**src/lpmf_pkg.sv**
```systemverilog
`timescale 1ns / 1ps
`default_nettype none

package lpmf_pkg;

  localparam int unsigned LenW  = 10;
  localparam int unsigned ByteW = 8;

  typedef enum logic {
    OP_PUSH = 1'b0,
    OP_POP  = 1'b1
  } op_e;

  typedef enum logic [2:0] {
    ST_PUSHED    = 3'd0,
    ST_REFUSED   = 3'd1,
    ST_POPPED    = 3'd2,
    ST_POP_EMPTY = 3'd3,
    ST_EMPTY_MSG = 3'd4
  } status_e;

  typedef struct packed {
    logic             opcode;
    logic [ByteW-1:0] data_in;
    logic [LenW-1:0]  msg_length;
  } in_t;

  typedef struct packed {
    logic [2:0]       status;
    logic [ByteW-1:0] data_out;
    logic             last;
    logic [LenW-1:0]  popped_length;
    logic [LenW-1:0]  used_bytes;
    logic [LenW-1:0]  free_bytes;
    logic             full_res;
  } out_t;

  typedef enum logic [3:0] {
    S_IDLE,
    S_EVAL,
    S_HDR_WR,
    S_PAY_WR,
    S_HDR_RD0,
    S_HDR_RD1,
    S_HDR_CHK,
    S_POP_REQ,
    S_POP_DATA,
    S_DONE
  } state_e;

  // Commands from controller to datapath
  typedef struct packed {
    logic    load;
    logic    wr_en;
    logic    wr_hdr;
    logic    wr_adv;
    logic    cnt_inc;
    logic    push_set;
    logic    push_dec;
    logic    rd_en;
    logic    rd_off1;
    logic    hdr_lo_we;
    logic    hdr_hi_we;
    logic    rd_adv_hdr;
    logic    pop_set;
    logic    pop_data;
    logic    st_we;
    status_e st_code;
    logic    last_set;
    logic    emit;
  } ctl_t;

  // Status from datapath to controller
  typedef struct packed {
    logic is_pop;
    logic push_open;
    logic pop_open;
    logic room;
    logic len_zero;
    logic cnt_last;
    logic used_zero;
    logic used_lt_hdr;
    logic used_lt_hdr1;
    logic hdr_zero;
  } sts_t;

  // Little-endian header byte of a message length
  function automatic logic [ByteW-1:0] hdr_byte(logic [LenW-1:0] len, logic [1:0] idx);
    logic [ByteW-1:0] b;
    case (idx)
      2'd0:    b = len[7:0];
      2'd1:    b = {6'b0, len[9:8]};
      default: b = '0;
    endcase
    return b;
  endfunction

endpackage

`default_nettype wire

```
**src/lpmf_ctrl.sv**
```systemverilog
`timescale 1ns / 1ps
`default_nettype none

module lpmf_ctrl #(
  parameter int unsigned HEADER_BYTES = 4
) (
  input  wire logic          clk_i,
  input  wire logic          rst_ni,
  input  wire logic          start_i,
  output logic               busy_o,
  input  wire lpmf_pkg::sts_t sts_i,
  output lpmf_pkg::ctl_t     ctl_o
);

  lpmf_pkg::state_e state_q, state_d;

  always_ff @(posedge clk_i or negedge rst_ni) begin
    if (!rst_ni) begin
      state_q <= lpmf_pkg::S_IDLE;
    end else begin
      state_q <= state_d;
    end
  end

  assign busy_o = (state_q != lpmf_pkg::S_IDLE);

  // Next state
  always_comb begin
    state_d = state_q;
    case (state_q)
      lpmf_pkg::S_IDLE: begin
        if (start_i) state_d = lpmf_pkg::S_EVAL;
      end
      lpmf_pkg::S_EVAL: begin
        if (!sts_i.is_pop) begin
          if (sts_i.push_open || !sts_i.room) state_d = lpmf_pkg::S_DONE;
          else state_d = lpmf_pkg::S_HDR_WR;
        end else if (sts_i.pop_open) begin
          if (sts_i.used_zero) state_d = lpmf_pkg::S_DONE;
          else state_d = lpmf_pkg::S_POP_REQ;
        end else if (sts_i.used_lt_hdr) begin
          state_d = lpmf_pkg::S_DONE;
        end else begin
          state_d = lpmf_pkg::S_HDR_RD0;
        end
      end
      lpmf_pkg::S_HDR_WR: begin
        if (sts_i.cnt_last) begin
          if (sts_i.len_zero) state_d = lpmf_pkg::S_DONE;
          else state_d = lpmf_pkg::S_PAY_WR;
        end
      end
      lpmf_pkg::S_PAY_WR: state_d = lpmf_pkg::S_DONE;
      lpmf_pkg::S_HDR_RD0: begin
        if (HEADER_BYTES >= 2) state_d = lpmf_pkg::S_HDR_RD1;
        else state_d = lpmf_pkg::S_HDR_CHK;
      end
      lpmf_pkg::S_HDR_RD1: state_d = lpmf_pkg::S_HDR_CHK;
      lpmf_pkg::S_HDR_CHK: begin
        if (sts_i.hdr_zero || sts_i.used_lt_hdr1) state_d = lpmf_pkg::S_DONE;
        else state_d = lpmf_pkg::S_POP_REQ;
      end
      lpmf_pkg::S_POP_REQ:  state_d = lpmf_pkg::S_POP_DATA;
      lpmf_pkg::S_POP_DATA: state_d = lpmf_pkg::S_DONE;
      lpmf_pkg::S_DONE:     state_d = lpmf_pkg::S_IDLE;
      default:              state_d = lpmf_pkg::S_IDLE;
    endcase
  end

  // Commands
  always_comb begin
    ctl_o         = '0;
    ctl_o.st_code = lpmf_pkg::ST_PUSHED;
    case (state_q)
      lpmf_pkg::S_IDLE: begin
        ctl_o.load = start_i;
      end
      lpmf_pkg::S_EVAL: begin
        if (!sts_i.is_pop) begin
          if (sts_i.push_open) begin
            ctl_o.wr_en    = 1'b1;
            ctl_o.wr_adv   = 1'b1;
            ctl_o.push_dec = 1'b1;
            ctl_o.st_we    = 1'b1;
            ctl_o.st_code  = lpmf_pkg::ST_PUSHED;
          end else if (!sts_i.room) begin
            ctl_o.st_we   = 1'b1;
            ctl_o.st_code = lpmf_pkg::ST_REFUSED;
          end
        end else if (sts_i.pop_open) begin
          if (sts_i.used_zero) begin
            ctl_o.st_we   = 1'b1;
            ctl_o.st_code = lpmf_pkg::ST_POP_EMPTY;
          end
        end else if (sts_i.used_lt_hdr) begin
          ctl_o.st_we   = 1'b1;
          ctl_o.st_code = lpmf_pkg::ST_POP_EMPTY;
        end else begin
          ctl_o.rd_en = 1'b1;
        end
      end
      lpmf_pkg::S_HDR_WR: begin
        ctl_o.wr_en   = 1'b1;
        ctl_o.wr_hdr  = 1'b1;
        ctl_o.wr_adv  = 1'b1;
        ctl_o.cnt_inc = 1'b1;
        if (sts_i.cnt_last && sts_i.len_zero) begin
          ctl_o.st_we   = 1'b1;
          ctl_o.st_code = lpmf_pkg::ST_PUSHED;
        end
      end
      lpmf_pkg::S_PAY_WR: begin
        ctl_o.wr_en    = 1'b1;
        ctl_o.wr_adv   = 1'b1;
        ctl_o.push_set = 1'b1;
        ctl_o.st_we    = 1'b1;
        ctl_o.st_code  = lpmf_pkg::ST_PUSHED;
      end
      lpmf_pkg::S_HDR_RD0: begin
        ctl_o.hdr_lo_we = 1'b1;
        if (HEADER_BYTES >= 2) begin
          ctl_o.rd_en   = 1'b1;
          ctl_o.rd_off1 = 1'b1;
        end
      end
      lpmf_pkg::S_HDR_RD1: begin
        ctl_o.hdr_hi_we = 1'b1;
      end
      lpmf_pkg::S_HDR_CHK: begin
        if (!sts_i.hdr_zero && sts_i.used_lt_hdr1) begin
          ctl_o.st_we   = 1'b1;
          ctl_o.st_code = lpmf_pkg::ST_POP_EMPTY;
        end else begin
          ctl_o.rd_adv_hdr = 1'b1;
          ctl_o.pop_set    = 1'b1;
          if (sts_i.hdr_zero) begin
            ctl_o.st_we    = 1'b1;
            ctl_o.st_code  = lpmf_pkg::ST_EMPTY_MSG;
            ctl_o.last_set = 1'b1;
          end
        end
      end
      lpmf_pkg::S_POP_REQ: begin
        ctl_o.rd_en = 1'b1;
      end
      lpmf_pkg::S_POP_DATA: begin
        ctl_o.pop_data = 1'b1;
        ctl_o.st_we    = 1'b1;
        ctl_o.st_code  = lpmf_pkg::ST_POPPED;
      end
      lpmf_pkg::S_DONE: begin
        ctl_o.emit = 1'b1;
      end
      default: begin
        ctl_o.st_code = lpmf_pkg::ST_PUSHED;
      end
    endcase
  end

endmodule

`default_nettype wire

```
**config.mk**
```make
export PLATFORM = sky130hd
export DESIGN_NAME = lpmf_ctrl
export DESIGN_NICKNAME = d
export VERILOG_FILES = /design/src/lpmf_pkg.sv /design/src/lpmf_ctrl.sv
export SDC_FILE = /design/constraint.sdc
export NUM_CORES = 1
export LEC_CHECK = 0
export BUFFER_PORTS_ARGS = -buffer_cell sky130_fd_sc_hd__buf_2
export CAP_MARGIN = 20
export CORE_MARGIN = 2
export CORE_UTILIZATION = 38
export CTS_CLUSTER_SIZE = 12
export DETAILED_ROUTE_END_ITERATION = 8
export PLACE_DENSITY = 0.79
export SETUP_SLACK_MARGIN = 0.05
export SLEW_MARGIN = 0
export SYNTH_ARGS = -nofsm -noshare
export SYNTH_HDL_FRONTEND = slang
export SYNTH_SLANG_ARGS = --single-unit
export TNS_END_PERCENT = 5
```
**constraint.sdc**
```tcl
create_clock -name clk_i -period 1.5 [get_ports clk_i]
set_clock_uncertainty 0.15 [all_clocks]
set_input_delay 0 -clock clk_i [delete_from_list [all_inputs] [get_ports clk_i]]
set_output_delay 0 -clock clk_i [all_outputs]
set_load 0.02 [all_outputs]
```
# Yosys cells after proc, flatten, opt, wreduce, memory -nomap -nowiden
# Cells that the tools add are included.
[classes]
n_eq_ne = 11
muxes = 40
reduce_logical = 12
[ops]
columns = ["operator", "count"]
rows = [
  ["4-bit two-way mux", 17],
  ["4-bit one-hot mux with 8 select lines", 1],
  ["4-bit by 3-bit equality test with 1-bit output, second input constant", 4],
  ["1-bit two-way mux", 14],
  ["3-bit one-hot mux with 4 select lines", 1],
  ["4-bit by 2-bit equality test with 1-bit output, second input constant", 2],
  ["4-bit equality test, second input constant", 2],
  ["2-bit two-way mux", 3],
  ["2-bit OR reduction", 3],
  ["5-bit two-way mux", 1],
  ["4-bit by 1-bit equality test with 1-bit output, second input constant", 1],
  ["4-bit zero test", 1],
  ["2-bit inequality test, second input constant", 2],
  ["1-bit one-hot mux with 2 select lines", 2],
  ["1-bit one-hot mux with 4 select lines", 1],
  ["4-bit nonzero test", 1],
  ["1-bit logical AND", 2],
  ["1-bit zero test", 2],
  ["1-bit logical OR", 2],
  ["2-bit AND reduction", 1],
]
[totals]
ff_bits = 4
inputBits = 13
output_inout_bits = 21

# Logic depth before layout (Yosys ltp)
[depth]
ltp_word = 5
mapped_depth = 6
depth_no_buf = 5

# Worst setup path before layout
# No wires, ideal clock.
[synth_path]
path_kind = "reg-to-output"
startpoint = "reg state_q[1]"
endpoint = "out ctl_o[3] in the netlist's numbering"
arrival_time_ns = 1.569
t_required_ns = 1.350
path_slack_ns = -0.219
path_stages_with_launch = 4
n_path_buf = 0
path_cell_list = "dfrtp_1 > or4b_4 > or2_1 > o21ai_1"
[synth_rtl]
columns = ["item", "line", "source"]
rows = [
  ["start: declaration", "lpmf_ctrl.sv:15", "lpmf_pkg::state_e state_q, state_d;"],
  ["start signal: assignment", "lpmf_ctrl.sv:19", "state_q <= lpmf_pkg::S_IDLE;"],
  ["start signal: assignment", "lpmf_ctrl.sv:21", "state_q <= state_d;"],
  ["end: declaration", "lpmf_ctrl.sv:12", "output lpmf_pkg::ctl_t ctl_o"],
]

==> impl_metrics.tcl <==
set metrics [dict create \
    status "complete, but fails checks" \
    violations "negative setup slack" \
    post-synth-top-area-cell "dfrtp_1" \
    seqPwrFrac 0.087 \
    final_hold_viol_count 0 \
    end_kind "primary output" \
    rsz0062_at_grt "yes" \
    synth_top_area_share 0.173 \
    place_inst 137 \
    vdd_drop_max_mv 1.14 \
    cts_sinks 4 \
    drc 0 \
    finalSetupTns_ns -2.23 \
    yosys_most_used_dff "dfrtp_1" \
    crit_path_top_delay_cell "or4b_4" \
    clockRootBuffer "clkbuf_4" \
    timing.final.crit_share 1.24 \
    synthTopCellsByArea "dfrtp_1, buf_4, nor2_1, nor3_1, nand2_1" \
    pre_cts_ws_ns -0.127 \
    finalNetCount 143 \
    rows 14 \
    pwr-share-clk 0.060 \
    yosysMostFrequentCell "nor2_1" \
    io_buffers 33 \
    fin_total_pwr_mw 2.21 \
    grt_max_degree 16 \
    p_int_mw 1.11 \
    route.vias.total 825 \
    power_density_nw_per_um2 2050 \
    drv_cap 0 \
    hpwlAfterDp_um 1360 \
    antenna_found_initial 0 \
    min_period_ns 1.87 \
    largest_reg_flops 4 \
    routedWlPerCell_um 14.2 \
    max_stage_delay_ns 0.57 \
    worstSetupPathType "flip-flop to primary output" \
    core_um2 1470 \
    combPwrFrac 0.853 \
    antennaDiodeCount 0 \
    synth_edf_count 0 \
    synth_common_cells "nor2_1, nand2_1, nor3_1" \
    synth_seq_cells 4 \
    cts.reportedPaths.clkPinSlew_ns 0.03 \
    slew_headroom 0.767 \
    cp_max_fo 5 \
    setup_viol 15 \
    die_w_um 43 \
    layout-drive-gt1-share 0.594 \
    io_pins 34 \
    top_register "state_q" \
    netlist_instances 82 \
    grt_pass1_wl_um 2750 \
    drtPass1Iterations 4 \
    start_kind "flip-flop" \
    biggestRegsByFlops "state_q (4)" \
    min_path_type "primary input to flip-flop" \
    grt_pass1_vias 698 \
    grt_remaining_overflow 0 \
    placed_cell_area_um2 866 \
    cts_max_level 1 \
    synth.distinct_cells 37 \
    worst_slew_pin_slew_ns 0.340 \
    dieArea_um2 1850 \
    path_delay_family "simple AND/OR/NAND/NOR gates" \
    worst_ep_required_time_ns 1.35 \
    clk_latency_ns 0.24 \
    cts_tree "done" \
    wl_um 2040 \
    power_leakage_nw 0.510 \
    synthesis.area_um2 578 \
    path_cells "or4b_4 > a221oi_4 > nor4_4 > nand2_1 > buf_6" \
    synth_warnings 0 \
    syn_nets 95 \
    ys_seq_area_frac 0.173 \
    clock.fmax_mhz 536 \
    die_height_um 43 \
    synth_area_per_cell_um2 7.05 \
    swShare 0.499 \
    final_antenna_net_count 0 \
    start_util 0.393 \
    area_delta_synth_final_pct 87.0 \
    ys_async_sr_fraction 1.00 \
    fin_area_um2 1080 \
    timing.final.ws_setup_ns -0.367 \
    critical_path_arrival_ns 1.72 \
    final_cells 144 \
    r2r_slack_ns -0.13 \
    clockBufferDepth 2 \
    cp.buffers_inverters 1 \
    grt_usage 0.200 \
    cts_buffers 3 \
    switchingPower_mw 1.10 \
    slew_violations 0 \
    gp_congestion 0.824 \
    post_drt_via_cell_ratio 5.73 \
    drt-initial-drc-count 19 \
]
==> layout by cell type (no fill, tap or decap), types with 2 or more instances in the layout <==
cell	Yosys	final
inv_1	4	2
nor3_1	6	2
nor2_2	0	2
nor2b_1	3	2
inv_2	0	2
a21oi_1	4	4
nor3_4	0	3
clkbuf_4	0	3
nand2b_4	0	2
buf_6	0	6
nor2_1	10	7
dfrtp_1	4	4
buf_4	5	24
dlygate4sd3_1	0	4
buf_2	3	17
nand2_1	8	8
a211oi_1	2	2
==> power groups by stage <==
stage	Combinational [mW]	Clock [mW]	Sequential, mW
after CTS	1.71	0.140	0.186
final	1.89	0.134	0.192
after global placement	1.49	0	0.180
after detailed placement	1.52	0	0.183
after global routing	2.01	0.140	0.193
after floorplan	1.00	0	0.202
==> final timing paths <==
check | startpoint | end | cells past startpoint
worst max-delay path | state_q[3] | ctl_o[5] | 5
worst min-delay path | sts_i[3] | state_q[2] | 3
worst max register to register | state_q[3] | state_q[3] | 4
worst min register to register | state_q[3] | state_q[3] | 3
max in group asynchronous | rst_ni | state_q[2] | 3
min in group asynchronous | rst_ni | state_q[1] | 3
==> kinds of logic after synthesis <==
family,after synthesis,share of synthesized area
AND/OR/NAND/NOR,42,0.383
AO/OA/AOI/OAI,21,0.284
buffers and inverters,13,0.123
flip-flops,4,0.173
multiplexers,2,0.0368
==> routing by layer <==
| layer | GRT usage | vias to the layer above | wire (um) |
|---|---|---|---|
| met5 | 0 | - | 0 |
| met4 | 0.145 | 0 | 53 |
| met3 | 0.0170 | 6 | 144 |
| met2 | 0.367 | 47 | 1070 |
| met1 | 0.208 | 380 | 767 |
| li1 | - | 392 | - |
==> repair_timing <==
action                                  CTS  global route
buffers inserted                          0             0
resized for setup                        25            16
hold buffers                              4             0
endpoints found under the setup margin   22            25
pin swaps                                 1             4
endpoints found under the hold margin     5             0
==> final cells by class <==
| type | instances | area [um2] |
|---|---|---|
| flip-flops and latches | 4 | 100 |
| fillers | 108 | 390 |
| repair buffers | 52 | 388 |
| inverters | 4 | 15.0 |
| multi-input cells | 65 | 536 |
| clock buffers | 3 | 22.5 |
| well taps | 16 | 20.0 |
==> per-stage QoR <==
step	utilization	hold slack [ns]
after floorplan	-	-0.446
after global placement	0.588	-0.346
after detailed placement	0.588	-0.345
after CTS	0.687	0.0189
after global routing	0.735	0.0306
final	0.735	0.0335
==> worst reg2reg max path: stages (launching register included) <==
cell and delay, ns:
dfrtp_1 0.38, or4b_4 0.57, a221oi_4 0.26, nor4_4 0.07, a21oi_2 0.12
No activity file was read; power rests on OpenSTA's default activity.
